[config.mk]
export PLATFORM = sky130hd
export DESIGN_NAME = sync_pattern_event_deframer_flat
export DESIGN_NICKNAME = d
export VERILOG_FILES = /design/src/design/sped_pkg.sv /design/src/design/sped_in_if.sv /design/src/design/sped_out_if.sv /design/src/design/sped_ram.sv /design/src/design/sped_regs.sv /design/src/design/sped_ctrl.sv /design/src/design/sped_dp.sv /design/src/design/sync_pattern_event_deframer.sv /design/src/flat_wrapper.sv
export SDC_FILE = /design/constraint.sdc
export NUM_CORES = 1
export LEC_CHECK = 0
export BUFFER_PORTS_ARGS = -buffer_cell sky130_fd_sc_hd__buf_4
export CAP_MARGIN = 10
export CELL_PAD_IN_SITES_DETAIL_PLACEMENT = 1
export CELL_PAD_IN_SITES_GLOBAL_PLACEMENT = 1
export CORE_UTILIZATION = 48
export CTS_CLUSTER_SIZE = 28
export DETAILED_ROUTE_END_ITERATION = 8
export PLACE_DENSITY_LB_ADDON = 0.12
export SLEW_MARGIN = 20
export SYNTH_ARGS = -nofsm -noshare
export SYNTH_HDL_FRONTEND = slang
export SYNTH_HIERARCHICAL = 1
export SYNTH_SLANG_ARGS = --single-unit
[constraint.sdc]
create_clock -name clk_i -period 5.1 [get_ports clk_i]
set_clock_uncertainty 0.1 [all_clocks]
set_input_delay 0.765 -clock clk_i [delete_from_list [all_inputs] [get_ports clk_i]]
set_output_delay 0.765 -clock clk_i [all_outputs]
set_load 0.02 [all_outputs]
[src/design/sped_pkg.sv]
`timescale 1ns / 1ps
`default_nettype none

package sped_pkg;

  // stream and field widths
  localparam int SAMPLE_W     = 16;
  localparam int PAT_W        = 16;
  localparam int MIN_LEN_W    = 24;
  localparam int EVT_LEN_W    = 24;

  // framing geometry
  localparam int HEADER_LEN   = 32;
  localparam int SKIP_LEN     = 9;
  localparam int PATTERN_LEN  = 4;
  localparam int LEN_BITS     = 24;

  // words the delay line holds at most (the line is one word deeper in the
  // stream sense, the newest word never sits in it before the decision)
  localparam int BUF_DEPTH    = HEADER_LEN + SKIP_LEN;
  localparam int BUF_AW       = $clog2(BUF_DEPTH);
  localparam int CNT_W        = $clog2(BUF_DEPTH + 1);
  localparam int HIST_CW      = $clog2(PATTERN_LEN + 1);

  // register map
  localparam int NUM_PAT_REGS = 4;
  localparam int NUM_REGS     = NUM_PAT_REGS + 1;
  localparam int REG_IDX_W    = $clog2(NUM_REGS);
  localparam int PADDR_W      = REG_IDX_W + 2;
  localparam int PDATA_W      = 32;
  localparam logic [MIN_LEN_W-1:0] MIN_LEN_RST = MIN_LEN_W'(30000);

  typedef enum logic [REG_IDX_W-1:0] {
    REG_PAT0    = REG_IDX_W'(0),
    REG_PAT1    = REG_IDX_W'(1),
    REG_PAT2    = REG_IDX_W'(2),
    REG_PAT3    = REG_IDX_W'(3),
    REG_MIN_LEN = REG_IDX_W'(4)
  } reg_idx_e;

  typedef struct packed {
    logic [NUM_PAT_REGS-1:0][PAT_W-1:0] pattern;
    logic [MIN_LEN_W-1:0]               min_len;
  } cfg_t;

  // controller to datapath
  typedef struct packed {
    logic step;   // take the offered word and run one framing step
    logic pop;    // flush the oldest buffered word as event data
    logic close;  // final verdict of a drained stream, then clear
  } cmd_t;

  // datapath to controller
  typedef struct packed {
    logic ofree;      // output register can be loaded this cycle
    logic eod_drain;  // offered word ends the stream inside an event
    logic more;       // more than one word left in the delay line
  } stat_t;

  typedef struct packed {
    logic                       kind;
    logic signed [SAMPLE_W-1:0] data_word;
    logic                       keep;
    logic [EVT_LEN_W-1:0]       evt_len;
    logic                       last;
  } out_word_t;

endpackage

`default_nettype wire

[src/design/sped_in_if.sv]
`timescale 1ns / 1ps
`default_nettype none

interface sped_in_if
  import sped_pkg::*;
();

  logic                       valid;
  logic                       ready;
  logic signed [SAMPLE_W-1:0] sample;
  logic                       end_of_data;

  modport source (output valid, output sample, output end_of_data, input ready);
  modport sink   (input valid, input sample, input end_of_data, output ready);

endinterface

`default_nettype wire

[src/design/sped_out_if.sv]
`timescale 1ns / 1ps
`default_nettype none

interface sped_out_if
  import sped_pkg::*;
();

  logic                       valid;
  logic                       ready;
  logic                       kind;
  logic signed [SAMPLE_W-1:0] data_word;
  logic                       keep;
  logic [EVT_LEN_W-1:0]       evt_len;
  logic                       last;

  modport source (
    output valid, output kind, output data_word, output keep,
    output evt_len, output last, input ready
  );
  modport sink (
    input valid, input kind, input data_word, input keep,
    input evt_len, input last, output ready
  );

endinterface

`default_nettype wire

[src/design/sped_ram.sv]
`timescale 1ns / 1ps
`default_nettype none

module sped_ram #(
  parameter int WIDTH = 16,
  parameter int DEPTH = 41
) (
  input  wire logic                     clk_i,
  input  wire logic                     we_i,
  input  wire logic [$clog2(DEPTH)-1:0] waddr_i,
  input  wire logic [WIDTH-1:0]         wdata_i,
  input  wire logic [$clog2(DEPTH)-1:0] raddr_i,
  output      logic [WIDTH-1:0]         rdata_o
);

  logic [WIDTH-1:0] mem_q [DEPTH];

  always_ff @(posedge clk_i) begin
    if (we_i) begin
      mem_q[waddr_i] <= wdata_i;
    end
    rdata_o <= mem_q[raddr_i];
  end

endmodule

`default_nettype wire

[src/design/sped_regs.sv]
`timescale 1ns / 1ps
`default_nettype none

module sped_regs
  import sped_pkg::*;
(
  input  wire logic               clk_i,
  input  wire logic               rst_ni,
  input  wire logic               psel,
  input  wire logic               penable,
  input  wire logic               pwrite,
  input  wire logic [PADDR_W-1:0] paddr,
  input  wire logic [PDATA_W-1:0] pwdata,
  output      logic [PDATA_W-1:0] prdata,
  output      logic               pready,
  output      cfg_t               cfg_o
);

  cfg_t     cfg_q, cfg_d;
  reg_idx_e idx;
  logic     wr_en;

  assign idx    = reg_idx_e'(paddr[PADDR_W-1:2]);
  assign wr_en  = psel && penable && pwrite;
  assign pready = 1'b1;
  assign cfg_o  = cfg_q;

  always_comb begin
    cfg_d = cfg_q;
    if (wr_en) begin
      unique case (idx)
        REG_PAT0:    cfg_d.pattern[0] = pwdata[PAT_W-1:0];
        REG_PAT1:    cfg_d.pattern[1] = pwdata[PAT_W-1:0];
        REG_PAT2:    cfg_d.pattern[2] = pwdata[PAT_W-1:0];
        REG_PAT3:    cfg_d.pattern[3] = pwdata[PAT_W-1:0];
        REG_MIN_LEN: cfg_d.min_len    = pwdata[MIN_LEN_W-1:0];
        default:     cfg_d = cfg_q;
      endcase
    end
  end

  always_comb begin
    unique case (idx)
      REG_PAT0:    prdata = PDATA_W'(cfg_q.pattern[0]);
      REG_PAT1:    prdata = PDATA_W'(cfg_q.pattern[1]);
      REG_PAT2:    prdata = PDATA_W'(cfg_q.pattern[2]);
      REG_PAT3:    prdata = PDATA_W'(cfg_q.pattern[3]);
      REG_MIN_LEN: prdata = PDATA_W'(cfg_q.min_len);
      default:     prdata = '0;
    endcase
  end

  always_ff @(posedge clk_i or negedge rst_ni) begin
    if (!rst_ni) begin
      cfg_q.pattern <= '0;
      cfg_q.min_len <= MIN_LEN_RST;
    end else begin
      cfg_q <= cfg_d;
    end
  end

endmodule

`default_nettype wire

[src/design/sped_ctrl.sv]
`timescale 1ns / 1ps
`default_nettype none

module sped_ctrl
  import sped_pkg::*;
(
  input  wire logic  clk_i,
  input  wire logic  rst_ni,
  input  wire logic  in_valid_i,
  input  wire stat_t stat_i,
  output      logic  in_ready_o,
  output      cmd_t  cmd_o
);

  typedef enum logic [1:0] {
    S_RUN   = 2'b01,
    S_DRAIN = 2'b10
  } state_e;

  state_e state_q, state_d;

  always_comb begin
    state_d    = state_q;
    in_ready_o = 1'b0;
    cmd_o      = '0;
    unique case (state_q)
      S_RUN: begin
        in_ready_o = stat_i.ofree;
        cmd_o.step = in_valid_i && stat_i.ofree;
        if (cmd_o.step && stat_i.eod_drain) begin
          state_d = S_DRAIN;
        end
      end
      S_DRAIN: begin
        if (stat_i.ofree) begin
          if (stat_i.more) begin
            cmd_o.pop = 1'b1;
          end else begin
            cmd_o.close = 1'b1;
            state_d     = S_RUN;
          end
        end
      end
      default: state_d = S_RUN;
    endcase
  end

  always_ff @(posedge clk_i or negedge rst_ni) begin
    if (!rst_ni) begin
      state_q <= S_RUN;
    end else begin
      state_q <= state_d;
    end
  end

endmodule

`default_nettype wire

[src/design/sped_dp.sv]
`timescale 1ns / 1ps
`default_nettype none

module sped_dp
  import sped_pkg::*;
(
  input  wire logic                       clk_i,
  input  wire logic                       rst_ni,
  input  wire cmd_t                       cmd_i,
  input  wire cfg_t                       cfg_i,
  input  wire logic signed [SAMPLE_W-1:0] sample_i,
  input  wire logic                       eod_i,
  input  wire logic                       out_ready_i,
  output      stat_t                      stat_o,
  output      logic                       out_valid_o,
  output      out_word_t                  out_o
);

  localparam logic [EVT_LEN_W-1:0] EVT_MAX = {EVT_LEN_W{1'b1}};

  // pattern history
  logic [PATTERN_LEN-1:0][PAT_W-1:0] hist_q, hist_d, hist_new;
  logic [HIST_CW-1:0]                hfill_q, hfill_d, hfill_new;
  logic                              match;

  // delay line bookkeeping
  logic [BUF_AW-1:0] head_q, head_d, head_inc, tail;
  logic [CNT_W-1:0]  count_q, count_d;
  logic [CNT_W:0]    tail_sum;
  logic              full;

  // event state
  logic                in_event_q, in_event_d;
  logic [LEN_BITS-1:0] length_q, length_d, len_inc;
  logic                keep_now;
  logic [63:0]         len_wide;
  logic [EVT_LEN_W-1:0] len_out;

  // output register
  logic      out_vld_q, out_vld_d, load;
  out_word_t out_q, out_d;

  // ram
  logic                we;
  logic [SAMPLE_W-1:0] rd_data;

  always_comb begin
    for (int k = 0; k < PATTERN_LEN - 1; k++) begin
      hist_new[k] = hist_q[k+1];
    end
    hist_new[PATTERN_LEN-1] = sample_i;
    hfill_new = (hfill_q == HIST_CW'(PATTERN_LEN)) ? hfill_q : hfill_q + HIST_CW'(1);
    match = (hfill_new == HIST_CW'(PATTERN_LEN));
    for (int k = 0; k < PATTERN_LEN; k++) begin
      if (hist_new[k] != cfg_i.pattern[k]) begin
        match = 1'b0;
      end
    end
  end

  assign full     = (count_q == CNT_W'(BUF_DEPTH));
  assign head_inc = (head_q == BUF_AW'(BUF_DEPTH - 1)) ? '0 : head_q + BUF_AW'(1);
  assign tail_sum = (CNT_W+1)'(head_q) + (CNT_W+1)'(count_q);
  assign tail     = (tail_sum >= (CNT_W+1)'(BUF_DEPTH)) ?
                    BUF_AW'(tail_sum - (CNT_W+1)'(BUF_DEPTH)) : BUF_AW'(tail_sum);

  assign len_inc  = (length_q == {LEN_BITS{1'b1}}) ? length_q : length_q + LEN_BITS'(1);
  assign keep_now = (32'(length_q) >= 32'(cfg_i.min_len));
  assign len_wide = 64'(length_q);
  assign len_out  = (len_wide > 64'(EVT_MAX)) ? EVT_MAX : EVT_LEN_W'(len_wide);

  assign stat_o.ofree     = !out_vld_q || out_ready_i;
  assign stat_o.eod_drain = eod_i && (match || in_event_q);
  assign stat_o.more      = (count_q > CNT_W'(1));

  always_comb begin
    hist_d     = hist_q;
    hfill_d    = hfill_q;
    head_d     = head_q;
    count_d    = count_q;
    in_event_d = in_event_q;
    length_d   = length_q;
    we         = 1'b0;
    load       = 1'b0;
    out_d      = out_q;

    if (cmd_i.step) begin
      hist_d  = hist_new;
      hfill_d = hfill_new;
      if (match) begin
        // header found: buffered words are header, a verdict closes the open event
        if (in_event_q) begin
          load            = 1'b1;
          out_d.kind      = 1'b1;
          out_d.data_word = '0;
          out_d.keep      = keep_now;
          out_d.evt_len   = len_out;
          out_d.last      = !eod_i;
        end
        in_event_d = 1'b1;
        length_d   = '0;
        count_d    = '0;
      end else begin
        we = 1'b1;
        if (full) begin
          head_d = head_inc;
          if (in_event_q) begin
            load            = 1'b1;
            out_d.kind      = 1'b0;
            out_d.data_word = $signed(rd_data);
            out_d.keep      = 1'b0;
            out_d.evt_len   = '0;
            out_d.last      = !eod_i;
            length_d        = len_inc;
          end
        end else begin
          count_d = count_q + CNT_W'(1);
        end
      end
      if (eod_i) begin
        hist_d  = '0;
        hfill_d = '0;
        if (!(match || in_event_q)) begin
          // stream ends with no header seen: drop everything
          count_d    = '0;
          in_event_d = 1'b0;
          length_d   = '0;
        end
      end
    end

    if (cmd_i.pop) begin
      load            = 1'b1;
      out_d.kind      = 1'b0;
      out_d.data_word = $signed(rd_data);
      out_d.keep      = 1'b0;
      out_d.evt_len   = '0;
      out_d.last      = 1'b0;
      length_d        = len_inc;
      head_d          = head_inc;
      count_d         = count_q - CNT_W'(1);
    end

    if (cmd_i.close) begin
      load            = 1'b1;
      out_d.kind      = 1'b1;
      out_d.data_word = '0;
      out_d.keep      = keep_now;
      out_d.evt_len   = len_out;
      out_d.last      = 1'b1;
      count_d         = '0;
      in_event_d      = 1'b0;
      length_d        = '0;
    end

    if (load) begin
      out_vld_d = 1'b1;
    end else if (out_ready_i) begin
      out_vld_d = 1'b0;
    end else begin
      out_vld_d = out_vld_q;
    end
  end

  // read address runs one step ahead so the oldest word is always waiting
  sped_ram #(
    .WIDTH (SAMPLE_W),
    .DEPTH (BUF_DEPTH)
  ) u_line (
    .clk_i   (clk_i),
    .we_i    (we),
    .waddr_i (tail),
    .wdata_i (sample_i),
    .raddr_i (head_d),
    .rdata_o (rd_data)
  );

  always_ff @(posedge clk_i or negedge rst_ni) begin
    if (!rst_ni) begin
      hfill_q    <= '0;
      head_q     <= '0;
      count_q    <= '0;
      in_event_q <= 1'b0;
      length_q   <= '0;
      out_vld_q  <= 1'b0;
    end else begin
      hfill_q    <= hfill_d;
      head_q     <= head_d;
      count_q    <= count_d;
      in_event_q <= in_event_d;
      length_q   <= length_d;
      out_vld_q  <= out_vld_d;
    end
  end

  always_ff @(posedge clk_i) begin
    hist_q <= hist_d;
    out_q  <= out_d;
  end

  assign out_valid_o = out_vld_q;
  assign out_o       = out_q;

`ifndef NO_ASSERTIONS
  a_count_range: assert property (@(posedge clk_i) disable iff (!rst_ni)
    count_q <= CNT_W'(BUF_DEPTH))
    else $error("delay line count out of range");

  a_pop_in_event: assert property (@(posedge clk_i) disable iff (!rst_ni)
    cmd_i.pop |-> (in_event_q && count_q > CNT_W'(1)))
    else $error("flush outside an open event");

  a_no_overwrite: assert property (@(posedge clk_i) disable iff (!rst_ni)
    (out_vld_q && !out_ready_i) |-> !load)
    else $error("output word overwritten while stalled");

  a_close_clears: assert property (@(posedge clk_i) disable iff (!rst_ni)
    cmd_i.close |=> (count_q == '0 && !in_event_q && length_q == '0))
    else $error("stream state not cleared after final verdict");
`endif

endmodule

`default_nettype wire

[src/design/sync_pattern_event_deframer.sv]
`timescale 1ns / 1ps
`default_nettype none

// channel   dir   handshake        payload
// in_ch     in    valid / ready    sample (s16), end_of_data
// out_ch    out   valid / ready    kind, data_word (s16), keep, evt_len (24), last
// apb       in    psel/penable     pattern words 0..3 at 0x00..0x0c, minimum length at 0x10
//
// one input word per clock while the output word register drains and no end-of-data
// drain runs, a word leaves as event data or as a verdict through that single register
// end of data inside an open event flushes the buffered words one at a time and then
// sends the verdict, paced by the delay line ram read port
// async active-low reset clears the framing state, patterns go to 0 and
// the minimum length to 30000
// a stalled output word holds the input off until it is taken

module sync_pattern_event_deframer
  import sped_pkg::*;
(
  input  wire logic               clk_i,
  input  wire logic               rst_ni,
  sped_in_if.sink                 in_ch,
  sped_out_if.source              out_ch,
  input  wire logic               psel,
  input  wire logic               penable,
  input  wire logic               pwrite,
  input  wire logic [PADDR_W-1:0] paddr,
  input  wire logic [PDATA_W-1:0] pwdata,
  output      logic [PDATA_W-1:0] prdata,
  output      logic               pready
);

  cfg_t      cfg;
  cmd_t      cmd;
  stat_t     stat;
  out_word_t out_word;
  logic      out_valid;

  // configuration registers
  sped_regs u_regs (
    .clk_i   (clk_i),
    .rst_ni  (rst_ni),
    .psel    (psel),
    .penable (penable),
    .pwrite  (pwrite),
    .paddr   (paddr),
    .pwdata  (pwdata),
    .prdata  (prdata),
    .pready  (pready),
    .cfg_o   (cfg)
  );

  // sequencing: normal stepping and the end-of-data drain
  sped_ctrl u_ctrl (
    .clk_i      (clk_i),
    .rst_ni     (rst_ni),
    .in_valid_i (in_ch.valid),
    .stat_i     (stat),
    .in_ready_o (in_ch.ready),
    .cmd_o      (cmd)
  );

  // sync match, delay line, length count and output word register
  sped_dp u_dp (
    .clk_i       (clk_i),
    .rst_ni      (rst_ni),
    .cmd_i       (cmd),
    .cfg_i       (cfg),
    .sample_i    (in_ch.sample),
    .eod_i       (in_ch.end_of_data),
    .out_ready_i (out_ch.ready),
    .stat_o      (stat),
    .out_valid_o (out_valid),
    .out_o       (out_word)
  );

  assign out_ch.valid     = out_valid;
  assign out_ch.kind      = out_word.kind;
  assign out_ch.data_word = out_word.data_word;
  assign out_ch.keep      = out_word.keep;
  assign out_ch.evt_len   = out_word.evt_len;
  assign out_ch.last      = out_word.last;

endmodule

`default_nettype wire

[src/flat_wrapper.sv]
// flat-port wrapper written by rule: the top's interface ports become plain ports
module sync_pattern_event_deframer_flat import sped_pkg::*;
  (clk_i, rst_ni, psel, penable, pwrite, paddr, pwdata, prdata, pready, in_ch_valid, in_ch_sample, in_ch_end_of_data, in_ch_ready, out_ch_valid, out_ch_kind, out_ch_data_word, out_ch_keep, out_ch_evt_len, out_ch_last, out_ch_ready);
  sped_in_if in_ch_i ();
  sped_out_if out_ch_i ();
  input  wire logic clk_i;
  input  wire logic rst_ni;
  input  wire logic psel;
  input  wire logic penable;
  input  wire logic pwrite;
  input  wire logic [PADDR_W-1:0] paddr;
  input  wire logic [PDATA_W-1:0] pwdata;
  output      logic [PDATA_W-1:0] prdata;
  output      logic pready;
  input wire logic [$bits(in_ch_i.valid)-1:0] in_ch_valid;
  input wire logic [$bits(in_ch_i.sample)-1:0] in_ch_sample;
  input wire logic [$bits(in_ch_i.end_of_data)-1:0] in_ch_end_of_data;
  output wire logic [$bits(in_ch_i.ready)-1:0] in_ch_ready;
  output wire logic [$bits(out_ch_i.valid)-1:0] out_ch_valid;
  output wire logic [$bits(out_ch_i.kind)-1:0] out_ch_kind;
  output wire logic [$bits(out_ch_i.data_word)-1:0] out_ch_data_word;
  output wire logic [$bits(out_ch_i.keep)-1:0] out_ch_keep;
  output wire logic [$bits(out_ch_i.evt_len)-1:0] out_ch_evt_len;
  output wire logic [$bits(out_ch_i.last)-1:0] out_ch_last;
  input wire logic [$bits(out_ch_i.ready)-1:0] out_ch_ready;
  assign in_ch_i.valid = in_ch_valid;
  assign in_ch_i.sample = in_ch_sample;
  assign in_ch_i.end_of_data = in_ch_end_of_data;
  assign in_ch_ready = in_ch_i.ready;
  assign out_ch_valid = out_ch_i.valid;
  assign out_ch_kind = out_ch_i.kind;
  assign out_ch_data_word = out_ch_i.data_word;
  assign out_ch_keep = out_ch_i.keep;
  assign out_ch_evt_len = out_ch_i.evt_len;
  assign out_ch_last = out_ch_i.last;
  assign out_ch_i.ready = out_ch_ready;
  sync_pattern_event_deframer u_core (.clk_i(clk_i), .rst_ni(rst_ni), .in_ch(in_ch_i), .out_ch(out_ch_i), .psel(psel), .penable(penable), .pwrite(pwrite), .paddr(paddr), .pwdata(pwdata), .prdata(prdata), .pready(pready));
endmodule
==> key figures <==
Outcome
  • Status: complete, no violations

Clock network
  • Post-CTS Setup Inserts: 0
  • TritonCTS clock tree: yes
  • Clk Latency, worst-skew pair: 0.65 ns
  • Hold Buf Count CTS: 0
  • Post_cts resized: 0
  • Clock Tree Buf Depth: 3
  • Clock Pin Slew Worst Setup and Hold Paths: 0.06 ns
  • Htree depth: 3
  • Clock Sinks: 894
  • CTS Buf Count: 94
  • Root buf cell: clkbuf_16

Placed design
  • IO buf count: 119
  • Pre-CTS setup slack: 0.03076 ns
  • Hpwl dp: 67,920 microns
  • Placed Cells: 3,660
  • GP Congestion: 0.8744

Floorplan
  • Row count: 103
  • Die Y: 284.3 microns
  • Die width: 284.3 microns
  • Die area: 0.08085 sq mm
  • Core Region: 0.07887 sq mm
  • Top Ports: 139
  • Initial Utilization: 48.52%

STA
  • Fin crit share: 94.67%
  • Hold_ws: 0.07245 ns
  • Fin. max-slew vios: 0
  • RSZ-0062 raised after global routing: false
  • Setup TNS: 0 ns
  • Maximum operating frequency: 207.1 MHz
  • Max_slew headroom: 28.18%
  • Fin worst setup slack: 0.2717 ns
  • Setup Viol. Count Final: 0
  • Min cycle time layout: 4.828 ns
  • Worst-margin pin slew: 1.074 ns
  • Final hold viol count: 0

Pwr
  • P_int: 16.45 mW
  • Clock group share of total power: 27.0%
  • Cell area power density: 562.5 mW/mm^2
  • Sequential share of power: 39.3%
  • LEAKAGE: 16.25 nW
  • Logic gate share of total power: 33.7%
  • P_sw: 8.441 mW
  • Peak VDD IR: 0.3468 mV
  • Total power: 24.89 mW
  • Net Sw Frac: 33.91%

Flow run
  • Max cap viols: 0

Critical path
  • Reg-to-reg critical path endpoint: u_core/u_dp/u_line/rdata_o[3]$_DFF_P_
  • Critical Path Start Type: register
  • CP max FO: 34
  • Crit. End Element: register
  • R2r startpoint: u_core/u_dp/hist_new[47]$_SDFFCE_PP0P_
  • Reg-to-reg slack, setup: 0.27 ns
  • Kind of critical path: reg2reg
  • R2R depth: 14
  • Required @ worst endpoint: 5.54 ns
  • Arr. time, crit path: 5.27 ns

Logic synthesis
  • Count of state elements after synthesis: 894
  • Main synth FF type: edfxtp_1
  • Post-Syn Area: 0.03826 sq mm
  • Synth cell types: 91
  • Async S/R FF share, synth: 14.65%
  • Ys Warns: 6
  • Register area share after synthesis: 67.58%
  • Cell count after synthesis: 2,447
  • Syn Area/Cell: 15.64 sq um
  • EDFF count, synth: 729

Min path
  • HP Class: in2async

GRT
  • Initial antenna violation count: 2
  • Total GRT Usage: 26.35%
  • Vias in the first global route: 24,030
  • First-pass GRT wire length: 158,300 microns
  • Grt ovf: 0
  • Largest net degree at the start of global routing: 106

Route
  • Routed wire length: 106,300 microns
  • DRC Markers: 0
  • Initial DRT Pass Iterations: 5
  • Via count: 22,860
  • Iter 0 DRT Violations: 2,028
  • Wire length per cell: 27.67 microns
  • Via density: 5.954
  • Final ANT Viol Nets: 0

Layout
  • Filler instances: 7,418
  • Most frequent cells in the layout: 729 x edfxtp_1, 276 x buf_4, 239 x mux2i_1
  • Most common cell after layout, fill and taps aside: edfxtp_1
  • Final Instance Count excl. Fillers: 3,840
  • Synth-to-Final Area Change: 15.66%
  • Layout cells sized above 1: 23.61%
  • Nets: 2,809
## logic make-up after synthesis
| family | Yosys count | synth area share (%) |
|---|---|---|
| xor+xnor | 60 | 1.373 |
| fa+ha+maj | 41 | 1.360 |
| other cells | 2 | 0.01963 |
| flops | 894 | 67.58 |
| compound gates | 395 | 7.720 |
| simple gates | 435 | 6.013 |
| mux | 407 | 12.90 |
| buf+inv | 213 | 3.028 |
## layer usage
layer,GRT usage (%),vias to the layer above,wire (microns)
met3,3.684,142,6033
met1,37.74,12050,47120
met5,0,-,0
met4,6.102,0,2256
li1,-,10000,-
met2,42.74,667,50870
## state kept, by name, indices dropped and copies added, names as in the netlist, 3 cells and up
signal / count
u_core/u_dp/hfill_q: 3
u_core/u_dp/u_line/mem_q: 656
u_core/u_dp/length_q: 24
u_core/u_dp/out_o: 43
u_core/u_regs/cfg_o: 88
u_core/u_dp/head_q: 6
u_core/u_dp/u_line/rdata_o: 16
u_core/u_dp/hist_new: 48
u_core/u_dp/count_q: 6
## synth_stat cells, types with 44 or more instances
master | number | area (sq um)
a21oi_1 | 75 | 375.4
a22oi_1 | 71 | 533.0
clkbuf_1 | 61 | 229.0
dfrtp_1 | 123 | 3078
edfxtp_1 | 729 | 21890
inv_1 | 75 | 281.5
mux2_2 | 106 | 1194
mux2i_1 | 239 | 2392
mux4_2 | 44 | 991.0
nand2_1 | 100 | 375.4
nor2_1 | 85 | 319.1
nor2b_1 | 73 | 456.7
o21ai_0 | 50 | 250.2
xor2_1 | 49 | 429.2
## worst max-delay path, stage by stage (launching register included)
cell and delay, ns:
edfxtp_1 0.44, xor2_1 0.21, nor4_1 0.45, nand4_1 0.33
nor4_4 0.47, a21boi_1 0.18, nor2_1 0.19, buf_4 0.16
mux2_8 0.45, buf_12 0.22, buf_4 0.21, mux2i_1 0.15
a221oi_2 0.41, o22ai_1 0.30, o41ai_2 0.39
## power groups by stage
stage | Combinational, mW | Clock, mW | Sequential (mW)
finish | 8.38 | 6.73 | 9.79
global route | 8.90 | 7.09 | 9.89
CTS | 8.39 | 6.86 | 9.79
detailed placement | 8.34 | 0 | 9.93
global placement | 8.10 | 0 | 9.86
floorplan | 5.29 | 0 | 9.77
## cell type report
type | instances | area [sq um] | area share [%]
Antenna cell | 3 | 7.507 | 0.01696
Clock buffer | 121 | 2576 | 5.821
Clock inverter | 55 | 465.4 | 1.052
Inverter | 78 | 292.8 | 0.6616
Multi-Input combinational cell | 1347 | 11360 | 25.67
Sequential cell | 894 | 25860 | 58.43
Tap cell | 1050 | 1314 | 2.969
Timing Repair Buffer | 292 | 2377 | 5.372
## per-stage QoR
step	instance area, sq um	util, %
2_1_floorplan	38290	-
3_3_place_gp	41190	52.22
3_5_place_dp	41190	52.23
4_1_cts	44230	56.08
5_1_grt	44250	56.10
6_report	44250	56.11
## how the worst max path moves through the flow
stage | from | endpoint | slack [ns] | cells after the start
floorplan | u_core/u_dp/count_q[0]$_DFFE_PN0P_ | u_core/u_dp/u_line/mem_q[40][0]$_DFFE_PP_ | 0.17 | 13
global placement | in_ch_sample[8] | u_core/u_dp/u_line/rdata_o[4]$_DFF_P_ | 0.11 | 15
detailed placement | in_ch_sample[8] | u_core/u_dp/u_line/rdata_o[4]$_DFF_P_ | 0.03 | 15
CTS | u_core/u_dp/hist_new[47]$_SDFFCE_PP0P_ | u_core/u_dp/u_line/rdata_o[3]$_DFF_P_ | 0.29 | 14
global route | u_core/u_dp/hist_new[47]$_SDFFCE_PP0P_ | u_core/u_dp/u_line/rdata_o[13]$_DFF_P_ | 0.06 | 15
finish | u_core/u_dp/hist_new[47]$_SDFFCE_PP0P_ | u_core/u_dp/u_line/rdata_o[3]$_DFF_P_ | 0.27 | 14
No activity file was read; power rests on OpenSTA's default activity.
